## config.mk

```make
export PLATFORM = sky130hd
export DESIGN_NAME = adpcm_4bit_frame_decoder
export DESIGN_NICKNAME = d
export VERILOG_FILES = /design/src/sv/adfd_pkg.sv /design/src/sv/adfd_cfg_regs.sv /design/src/sv/adfd_nibble_dp.sv /design/src/sv/adpcm_4bit_frame_decoder.sv
export SDC_FILE = /design/constraint.sdc
export NUM_CORES = 2
export LEC_CHECK = 0
export BUFFER_PORTS_ARGS = -buffer_cell sky130_fd_sc_hd__buf_2
export CORE_ASPECT_RATIO = 2
export CORE_MARGIN = 10
export CORE_UTILIZATION = 30
export CTS_CLUSTER_DIAMETER = 80
export DETAILED_ROUTE_END_ITERATION = 6
export SLEW_MARGIN = 20
export SYNTH_ARGS = -nofsm -noshare
export SYNTH_HDL_FRONTEND = slang
export SYNTH_SLANG_ARGS = --single-unit
```

## constraint.sdc

```tcl
create_clock -name i_clk -period 17.5 [get_ports i_clk]
set_clock_uncertainty 0.15 [all_clocks]
set_input_delay 0.875 -clock i_clk [delete_from_list [all_inputs] [get_ports i_clk]]
set_output_delay 0.875 -clock i_clk [all_outputs]
set_load 0.01 [all_outputs]
```

## src/sv/adfd_pkg.sv

```systemverilog
// ---------------------------------------------------------------------------
// adfd_pkg: shared definitions for the framed 4-bit ADPCM decoder
// Register indexes, coding types, configuration struct and the fixed
// predictor coefficient table.
// ---------------------------------------------------------------------------
package adfd_pkg;

    // Configuration register indexes
    localparam logic [2:0] REG_FRAME_SIZE       = 3'd0;
    localparam logic [2:0] REG_CODING_TYPE      = 3'd1;
    localparam logic [2:0] REG_EXACT_PREDICTION = 3'd2;
    localparam logic [2:0] REG_START_HISTORY    = 3'd3;
    localparam logic [2:0] REG_SAMPLE_COUNT     = 3'd4;
    localparam logic [2:0] REG_SKIP_COUNT       = 3'd5;
    localparam logic [2:0] REG_COEF_FIRST       = 3'd6;
    localparam logic [2:0] REG_COEF_SECOND      = 3'd7;

    // Coding types
    localparam logic [1:0] CODING_FIXED  = 2'd0;
    localparam logic [1:0] CODING_LINEAR = 2'd1;
    localparam logic [1:0] CODING_EXP    = 2'd2;

    // Framing and header constants
    localparam logic [7:0]  MIN_FRAME_SIZE  = 8'd3;
    localparam logic [7:0]  HEADER_BYTES    = 8'd2;
    localparam logic [12:0] EXP_FIELD_MAX   = 13'd12;

    // Reset values of the configuration registers
    localparam logic [7:0] RST_FRAME_SIZE  = 8'd18;
    localparam logic [1:0] RST_CODING_TYPE = CODING_LINEAR;

    typedef struct packed {
        logic [7:0]  frame_size;
        logic [1:0]  coding_type;
        logic        exact_prediction;
        logic [15:0] start_history;
        logic [31:0] sample_count;
        logic [31:0] skip_count;
        logic [15:0] coef_first;
        logic [15:0] coef_second;
    } t_cfg;

    // Fixed predictor table, 4.12 format; tap 0 weighs the recent sample
    function automatic logic [15:0] fixed_coef(input logic [1:0] row, input logic tap);
        logic [15:0] c;
        case (row)
            2'd0:    c = 16'h0000;
            2'd1:    c = tap ? 16'h0000 : 16'h0f00;
            2'd2:    c = tap ? 16'hf300 : 16'h1cc0;
            2'd3:    c = tap ? 16'hf240 : 16'h1880;
            default: c = 16'h0000;
        endcase
        return c;
    endfunction

endpackage

```

## src/sv/adfd_cfg_regs.sv

```systemverilog
// ---------------------------------------------------------------------------
// adfd_cfg_regs: configuration register file
// Takes register write transactions and flags a history reload on a write
// to the start history register.
// ---------------------------------------------------------------------------
module adfd_cfg_regs (
    input  logic                i_clk,
    input  logic                i_rst_n,
    input  logic                i_cfg_valid,
    input  logic [2:0]          i_cfg_index,
    input  logic [31:0]         i_cfg_data,
    output logic                o_cfg_ready,
    output adfd_pkg::t_cfg      o_cfg,
    output logic                o_hist_load
);

    adfd_pkg::t_cfg r_cfg;
    adfd_pkg::t_cfg n_cfg;
    logic           wr;

    assign o_cfg_ready = 1'b1;
    assign wr          = i_cfg_valid && o_cfg_ready;
    assign o_hist_load = wr && (i_cfg_index == adfd_pkg::REG_START_HISTORY);
    assign o_cfg       = r_cfg;

    // Decode the write transaction
    always_comb begin
        n_cfg = r_cfg;
        if (wr) begin
            case (i_cfg_index)
                adfd_pkg::REG_FRAME_SIZE:       n_cfg.frame_size       = i_cfg_data[7:0];
                adfd_pkg::REG_CODING_TYPE:      n_cfg.coding_type      = i_cfg_data[1:0];
                adfd_pkg::REG_EXACT_PREDICTION: n_cfg.exact_prediction = i_cfg_data[0];
                adfd_pkg::REG_START_HISTORY:    n_cfg.start_history    = i_cfg_data[15:0];
                adfd_pkg::REG_SAMPLE_COUNT:     n_cfg.sample_count     = i_cfg_data;
                adfd_pkg::REG_SKIP_COUNT:       n_cfg.skip_count       = i_cfg_data;
                adfd_pkg::REG_COEF_FIRST:       n_cfg.coef_first       = i_cfg_data[15:0];
                adfd_pkg::REG_COEF_SECOND:      n_cfg.coef_second      = i_cfg_data[15:0];
                default:                        n_cfg                  = r_cfg;
            endcase
        end
    end

    // Hold the registers
    always_ff @(posedge i_clk) begin
        if (!i_rst_n) begin
            r_cfg.frame_size       <= adfd_pkg::RST_FRAME_SIZE;
            r_cfg.coding_type      <= adfd_pkg::RST_CODING_TYPE;
            r_cfg.exact_prediction <= 1'b1;
            r_cfg.start_history    <= 16'd0;
            r_cfg.sample_count     <= 32'd0;
            r_cfg.skip_count       <= 32'd0;
            r_cfg.coef_first       <= 16'd0;
            r_cfg.coef_second      <= 16'd0;
        end else begin
            r_cfg <= n_cfg;
        end
    end

endmodule

```

## src/sv/adfd_nibble_dp.sv

```systemverilog
// ---------------------------------------------------------------------------
// adfd_nibble_dp: single-nibble decode datapath
// Two-tap prediction in 4.12 format, gain times code, sum and clamp to
// signed 16 bits.
// ---------------------------------------------------------------------------
module adfd_nibble_dp (
    input  logic [13:0]        i_gain,
    input  logic signed [15:0] i_hist_recent,
    input  logic signed [15:0] i_hist_older,
    input  logic signed [15:0] i_coef_first,
    input  logic signed [15:0] i_coef_second,
    input  logic [3:0]         i_code,
    input  logic               i_exact,
    output logic signed [15:0] o_sample
);

    logic signed [31:0] prod1;
    logic signed [31:0] prod2;
    logic signed [32:0] prod_sum;
    logic signed [20:0] pred_exact;
    logic signed [20:0] pred_split;
    logic signed [20:0] pred;
    logic signed [18:0] step;
    logic signed [22:0] value;

    // Tap products
    assign prod1 = i_hist_recent * i_coef_first;
    assign prod2 = i_hist_older * i_coef_second;

    // Floor shift either once on the sum or on each tap
    assign prod_sum   = $signed({prod1[31], prod1}) + $signed({prod2[31], prod2});
    assign pred_exact = $signed(prod_sum[32:12]);
    assign pred_split = $signed({prod1[31], prod1[31:12]}) + $signed({prod2[31], prod2[31:12]});
    assign pred       = i_exact ? pred_exact : pred_split;

    // Scaled code
    assign step = $signed({1'b0, i_gain}) * $signed(i_code);

    assign value = $signed({{2{pred[20]}}, pred}) + $signed({{4{step[18]}}, step});

    // Clamp to the sample range
    always_comb begin
        if (value > 23'sd32767) begin
            o_sample = 16'sh7fff;
        end else if (value < -23'sd32768) begin
            o_sample = 16'sh8000;
        end else begin
            o_sample = value[15:0];
        end
    end

endmodule

```

## src/sv/adpcm_4bit_frame_decoder.sv

```systemverilog
// ---------------------------------------------------------------------------
// adpcm_4bit_frame_decoder: framed 4-bit ADPCM decoder, top level
// Parses two-byte frame headers and decodes two nibbles per data byte.
// ---------------------------------------------------------------------------
//  channel  | direction | handshake                  | payload
//  ---------+-----------+----------------------------+----------------------------
//  input    | in        | i_in_valid / o_in_stall    | i_data_byte
//  output   | out       | o_out_valid / i_out_stall  | o_pcm_sample, o_last_of_byte
//  config   | in        | i_cfg_valid / o_cfg_ready  | i_cfg_index, i_cfg_data
//
//  Header bytes are captured whole; data bytes are decoded one nibble at a time,
//  as set by the history feedback through the prediction multipliers.
//  An output register parts the sides; the next byte enters as the last one ends.
//  An output stall holds the nibble that has a sample to deliver.
//  Reset is synchronous, active low, and clears framing, counters and history.
// ---------------------------------------------------------------------------
module adpcm_4bit_frame_decoder (
    input  logic               i_clk,
    input  logic               i_rst_n,
    input  logic               i_in_valid,
    output logic               o_in_stall,
    input  logic [7:0]         i_data_byte,
    output logic               o_out_valid,
    input  logic               i_out_stall,
    output logic signed [15:0] o_pcm_sample,
    output logic               o_last_of_byte,
    input  logic               i_cfg_valid,
    output logic               o_cfg_ready,
    input  logic [2:0]         i_cfg_index,
    input  logic [31:0]        i_cfg_data
);

    adfd_pkg::t_cfg     cfg;
    logic               hist_load;

    logic               r_busy, n_busy;
    logic [7:0]         r_byte, n_byte;
    logic               r_phase, n_phase;
    logic [7:0]         r_bif, n_bif;
    logic [7:0]         r_hdr, n_hdr;
    logic [13:0]        r_gain, n_gain;
    logic [2:0]         r_psel, n_psel;
    logic signed [15:0] r_h1, n_h1;
    logic signed [15:0] r_h2, n_h2;
    logic [31:0]        r_pos, n_pos;
    logic [31:0]        r_emit, n_emit;
    logic               r_out_valid, n_out_valid;
    logic signed [15:0] r_out_sample, n_out_sample;
    logic               r_out_last, n_out_last;

    logic               is_data;
    logic               emits;
    logic               out_free;
    logic               advance;
    logic               done;
    logic               in_accept;
    logic               last_hi;
    logic               frame_end;
    logic [7:0]         frame_len;
    logic [12:0]        field;
    logic [13:0]        hdr_gain;
    logic [3:0]         code;
    logic [15:0]        coef1;
    logic [15:0]        coef2;
    logic signed [15:0] dp_sample;

    adfd_cfg_regs u_cfg (
        .i_clk       (i_clk),
        .i_rst_n     (i_rst_n),
        .i_cfg_valid (i_cfg_valid),
        .i_cfg_index (i_cfg_index),
        .i_cfg_data  (i_cfg_data),
        .o_cfg_ready (o_cfg_ready),
        .o_cfg       (cfg),
        .o_hist_load (hist_load)
    );

    // Select coefficients for this frame
    always_comb begin
        if (cfg.coding_type == adfd_pkg::CODING_FIXED) begin
            coef1 = adfd_pkg::fixed_coef(r_psel[1:0], 1'b0);
            coef2 = adfd_pkg::fixed_coef(r_psel[1:0], 1'b1);
        end else begin
            coef1 = cfg.coef_first;
            coef2 = cfg.coef_second;
        end
    end

    assign code = r_phase ? r_byte[3:0] : r_byte[7:4];

    adfd_nibble_dp u_dp (
        .i_gain        (r_gain),
        .i_hist_recent (r_h1),
        .i_hist_older  (r_h2),
        .i_coef_first  ($signed(coef1)),
        .i_coef_second ($signed(coef2)),
        .i_code        (code),
        .i_exact       (cfg.exact_prediction),
        .o_sample      (dp_sample)
    );

    // Header gain from the 13-bit scale field
    assign field = {r_hdr[4:0], r_byte};
    always_comb begin
        if (cfg.coding_type == adfd_pkg::CODING_EXP) begin
            if (field > adfd_pkg::EXP_FIELD_MAX) begin
                hdr_gain = 14'd1;
            end else begin
                hdr_gain = 14'd1 << (adfd_pkg::EXP_FIELD_MAX[3:0] - field[3:0]);
            end
        end else begin
            hdr_gain = {1'b0, field} + 14'd1;
        end
    end

    // Flow control
    assign frame_len = (cfg.frame_size < adfd_pkg::MIN_FRAME_SIZE) ?
                       adfd_pkg::MIN_FRAME_SIZE : cfg.frame_size;
    assign frame_end = ({1'b0, r_bif} + 9'd1) >= {1'b0, frame_len};
    assign is_data   = (r_bif >= adfd_pkg::HEADER_BYTES);
    assign emits     = is_data && !(r_pos < cfg.skip_count) && (r_emit < cfg.sample_count);
    assign last_hi   = ({1'b0, r_emit} + 33'd1) == {1'b0, cfg.sample_count};
    assign out_free  = !r_out_valid || !i_out_stall;
    assign advance   = r_busy && (!emits || out_free);
    assign done      = advance && (!is_data || r_phase);
    assign o_in_stall = r_busy && !done;
    assign in_accept = i_in_valid && !o_in_stall;

    // Next state
    always_comb begin
        n_busy       = r_busy;
        n_byte       = r_byte;
        n_phase      = r_phase;
        n_bif        = r_bif;
        n_hdr        = r_hdr;
        n_gain       = r_gain;
        n_psel       = r_psel;
        n_h1         = r_h1;
        n_h2         = r_h2;
        n_pos        = r_pos;
        n_emit       = r_emit;
        n_out_valid  = r_out_valid;
        n_out_sample = r_out_sample;
        n_out_last   = r_out_last;

        // Advance one nibble
        if (advance && is_data) begin
            n_phase = !r_phase;
            n_pos   = (r_pos == 32'hffff_ffff) ? r_pos : r_pos + 32'd1;
            if (emits) begin
                n_h2   = r_h1;
                n_h1   = dp_sample;
                n_emit = r_emit + 32'd1;
            end
        end

        // Capture header bytes
        if (advance && !is_data) begin
            if (r_bif == 8'd0) begin
                n_hdr = r_byte;
            end else begin
                n_psel = r_hdr[7:5];
                n_gain = hdr_gain;
            end
        end

        if (done) begin
            n_bif = frame_end ? 8'd0 : r_bif + 8'd1;
        end

        // Load both history samples with the value being written
        if (hist_load) begin
            n_h1 = $signed(i_cfg_data[15:0]);
            n_h2 = $signed(i_cfg_data[15:0]);
        end

        // Load or drain the output register
        if (out_free) begin
            n_out_valid  = advance && emits;
            n_out_sample = dp_sample;
            n_out_last   = r_phase || last_hi;
        end

        if (in_accept) begin
            n_busy = 1'b1;
            n_byte = i_data_byte;
        end else if (done) begin
            n_busy = 1'b0;
        end
    end

    // Control and history registers
    always_ff @(posedge i_clk) begin
        if (!i_rst_n) begin
            r_busy      <= 1'b0;
            r_phase     <= 1'b0;
            r_bif       <= 8'd0;
            r_hdr       <= 8'd0;
            r_gain      <= 14'd0;
            r_psel      <= 3'd0;
            r_h1        <= 16'sd0;
            r_h2        <= 16'sd0;
            r_pos       <= 32'd0;
            r_emit      <= 32'd0;
            r_out_valid <= 1'b0;
        end else begin
            r_busy      <= n_busy;
            r_phase     <= n_phase;
            r_bif       <= n_bif;
            r_hdr       <= n_hdr;
            r_gain      <= n_gain;
            r_psel      <= n_psel;
            r_h1        <= n_h1;
            r_h2        <= n_h2;
            r_pos       <= n_pos;
            r_emit      <= n_emit;
            r_out_valid <= n_out_valid;
        end
    end

    // Payload registers
    always_ff @(posedge i_clk) begin
        r_byte       <= n_byte;
        r_out_sample <= n_out_sample;
        r_out_last   <= n_out_last;
    end

    assign o_out_valid    = r_out_valid;
    assign o_pcm_sample   = r_out_sample;
    assign o_last_of_byte = r_out_last;

endmodule

```

==> impl_metrics.toml <==
[status]
status = "finished clean"

[final_layout]
drive_gt1_share_pct = 4.652
seq_area_sq_um = 5495
fillerInstances = 13000
fin_nets = 5285
area_growth_pct = 7.772
multi_input_area_sq_um = 28490
final_common_cell = "inv_1"
mostFrequentLayoutCells = "inv_1, nand2_1, fa_1"

[sta]
min_period_ps = 14970
slew_headroom_pct = 30.40
setup-tns-final_ps = 0
worst_slew_pin_slew_ps = 1039
fin_crit_sh_pct = 85.57
hold_viol_final = 0
rsz0062_at_grt = "false"
fin_ws_ps = 2526
report.final.slew_viol_count = 0
fmax_mhz = 66.78
setup_violations = 0

[setup_path]
path_delay_family = "adder cells"
r2r_start = "u_cfg.o_cfg[114]"
crit_slowest_cell = "nor3b_2"
endpoint_kind = "flip-flop"
worstSetupPathType = "flip-flop to flip-flop"
critical_path_buf_inv_count = 8
r2r-end = "r_h1[2]"
startpoint_type = "flip-flop"
path_max_fanout = 109
reg2reg_depth = 45
r2r_slack_ps = 2530
worstPathArrival_ps = 15250
max_stage_delay_ps = 940
cpMostUsedCell = "fa_1"
required_ps = 17770

[synthesis]
synth_fp_nets = 5357
synth-seq-cells = 262
synth_flop_cell = "dfxtp_1"
avgSynthCellArea_sq_um = 8.516
synth_cells = 4414
ys_seq_area_share_pct = 14.62
synth_edf_count = 25
synth_cell_type_count = 77
yosysWarnings = 0
syn_area_sq_um = 37590
ys_async_sr_fraction_pct = 0

[die]
io_pins = 68
die_w_um = 270.3
core_sq_um = 124300
start_util_pct = 30.23
dieArea_sq_um = 140700
die_h_um = 520.6
row_count = 183

[routing]
first_pass_iters = 5
wl_per_cell_um = 19.35
ant_nets = 0
routed_via_density = 5.058
dr_total_vias = 30500
remaining_drc_errors = 0
totalWireLength_um = 116700
first_iter_violations = 1409

[grt]
grt_max_degree = 110
antenna_found_initial = 4
grt_pass1_vias = 32430
grt_usage_pct = 16.43
overflow = 0
grt_pass1_wl_um = 181900

[power_and_ir_drop]
cellLeakagePower_nw = 19.07
ir_drop_v = 0.00007469
powerDensity_nw_per_um2 = 46.38

[clocking]
cts_tree = "built"
cts-root-buf = "clkbuf_16"
cts-htree-levels = 1
clk_latency_ps = 600
postCtsHoldBufs = 0
clockBufferDepth = 3
post_cts_resized = 0
postCtsSetupBuffers = 0
cts.sinks = 262
clk_pin_slew_worst_paths_ps = 70
cts-buffers-inserted = 28

[placed_design]
portBuffers = 66
place_hpwl_um = 96160
dp_slack_ps = 2677
place_congestion = 0.9476

[hold_path]
hold_class = "flip-flop to flip-flop"
worstHoldStart = "u_cfg.o_cfg[34]"
hold_end = "u_cfg.o_cfg[34]"
min_path_cells = 2

[job]
drv_cap = 0
[report_power, final]
part | switching (W) | total (W) | internal [W]
logic | 0.000364 | 0.000547 | 0.000183
registers | 0.0000401 | 0.000683 | 0.000643
clock network | 0.000274 | 0.000649 | 0.000375
[cells in the mapped netlist, types with 5 or more instances]
cell type	count	area, sq um
fa_1	567	11350
xnor2_1	114	998.5
a211oi_1	15	112.6
nor3_1	39	195.2
o41ai_1	23	201.4
nand2_1	631	2369
edfxtp_1	25	750.7
nor2_1	131	491.7
ha_1	328	4104
o21bai_1	10	75.07
and2_1	107	669.4
o21ai_0	103	515.5
nor2b_1	29	181.4
nand3_1	81	405.4
nand2b_1	43	269.0
xor2_1	55	481.7
a21oi_1	276	1381
o311ai_0	21	183.9
o21a_1	30	225.2
o31ai_1	23	172.7
buf_1	7	26.28
a21o_1	61	457.9
and4_1	9	78.83
o2111ai_1	6	52.55
clkbuf_1	188	705.7
and3_1	167	1045
inv_1	767	2879
o22ai_1	10	62.56
a311oi_1	5	43.79
or3_1	37	231.5
or2_2	40	250.2
o211ai_1	12	90.09
a221oi_1	16	140.1
a31oi_1	11	68.82
nand4_1	51	319.1
a211o_1	11	96.34
or4_1	22	165.2
nor4_1	12	75.07
dfxtp_1	237	4745
mux2i_1	32	320.3
[state kept, by name (all words and copies together) (netlist names), 2 cells and up]
| name | count |
|---|---|
| u_cfg.o_cfg | 107 |
| r_emit | 32 |
| r_pos | 32 |
| o_pcm_sample | 16 |
| r_h1 | 16 |
| r_h2 | 16 |
| r_gain | 14 |
| r_bif | 8 |
| r_byte | 8 |
| r_hdr | 7 |
| r_psel | 2 |
[how the worst max path moves through the flow]
stage / startpoint / end / slack, ps / cells past startpoint
after floorplan: r_psel[0] / r_h1[9] / 5210 / 45
after global placement: u_cfg.o_cfg[114] / r_h1[8] / 2860 / 42
after detailed placement: u_cfg.o_cfg[114] / r_h1[13] / 2680 / 45
after CTS: u_cfg.o_cfg[114] / r_h1[13] / 2630 / 45
after global routing: u_cfg.o_cfg[113] / r_h1[13] / 1740 / 42
final: u_cfg.o_cfg[114] / r_h1[2] / 2530 / 45
[layer usage]
metal	wire length (um)	part of all wire, %	vias to the layer above	global-route usage (%)
met1	38460	33	15250	15.39
li1	-	-	14120	-
met3	3935	3.4	368	1.748
met4	10060	8.6	6	12.29
met2	64220	55	758	32.18
met5	33	0.028	-	0
[per-stage QoR]
step	power (W)	std cells	hold WS [ps]	utilization, %	area (sq um)
finish	0.001879	6030	303.2	32.58	40510
global route	0.001972	6029	286.9	32.58	40510
CTS	0.001891	6029	277.9	32.57	40500
detailed placement	0.001240	5977	298.1	31.79	39530
global placement	0.001237	5977	293.3	31.79	39530
floorplan	0.001032	4414	283.2	-	37590
[kinds of logic (layout without fill, tap and decap cells)]
logic type / Yosys count / count (layout) / synth area share (%)
mux: 34 / 34 / 0.9121
other cells: 1 / 2 / 0.009976
fa+ha+maj: 895 / 895 / 41.12
compound gates: 670 / 670 / 11.37
xor+xnor: 169 / 169 / 3.938
simple gates: 1415 / 1415 / 18.34
flops: 262 / 262 / 14.62
buf+inv: 968 / 918 / 9.696
[final cells by class]
class,instances,share of cell area [%]
Inverter,768,7.129
Clock buffer,43,2.069
Multi-Input combinational cell,3184,70.32
Timing Repair Buffer,98,1.439
Antenna cell,1,0.006177
Clock inverter,9,0.3243
Sequential cell,262,13.57
Tap cell,1665,5.143
[worst reg2reg max path: cells and delay by family, from the launching register on]
kind            cells  cell delay [ps]
compound gates     12             4280
fa+ha+maj          12             5250
simple gates       11             3470
xor+xnor            2              370
flops               1              390
buf+inv             8              880
No activity file was read; power rests on OpenSTA's default activity.
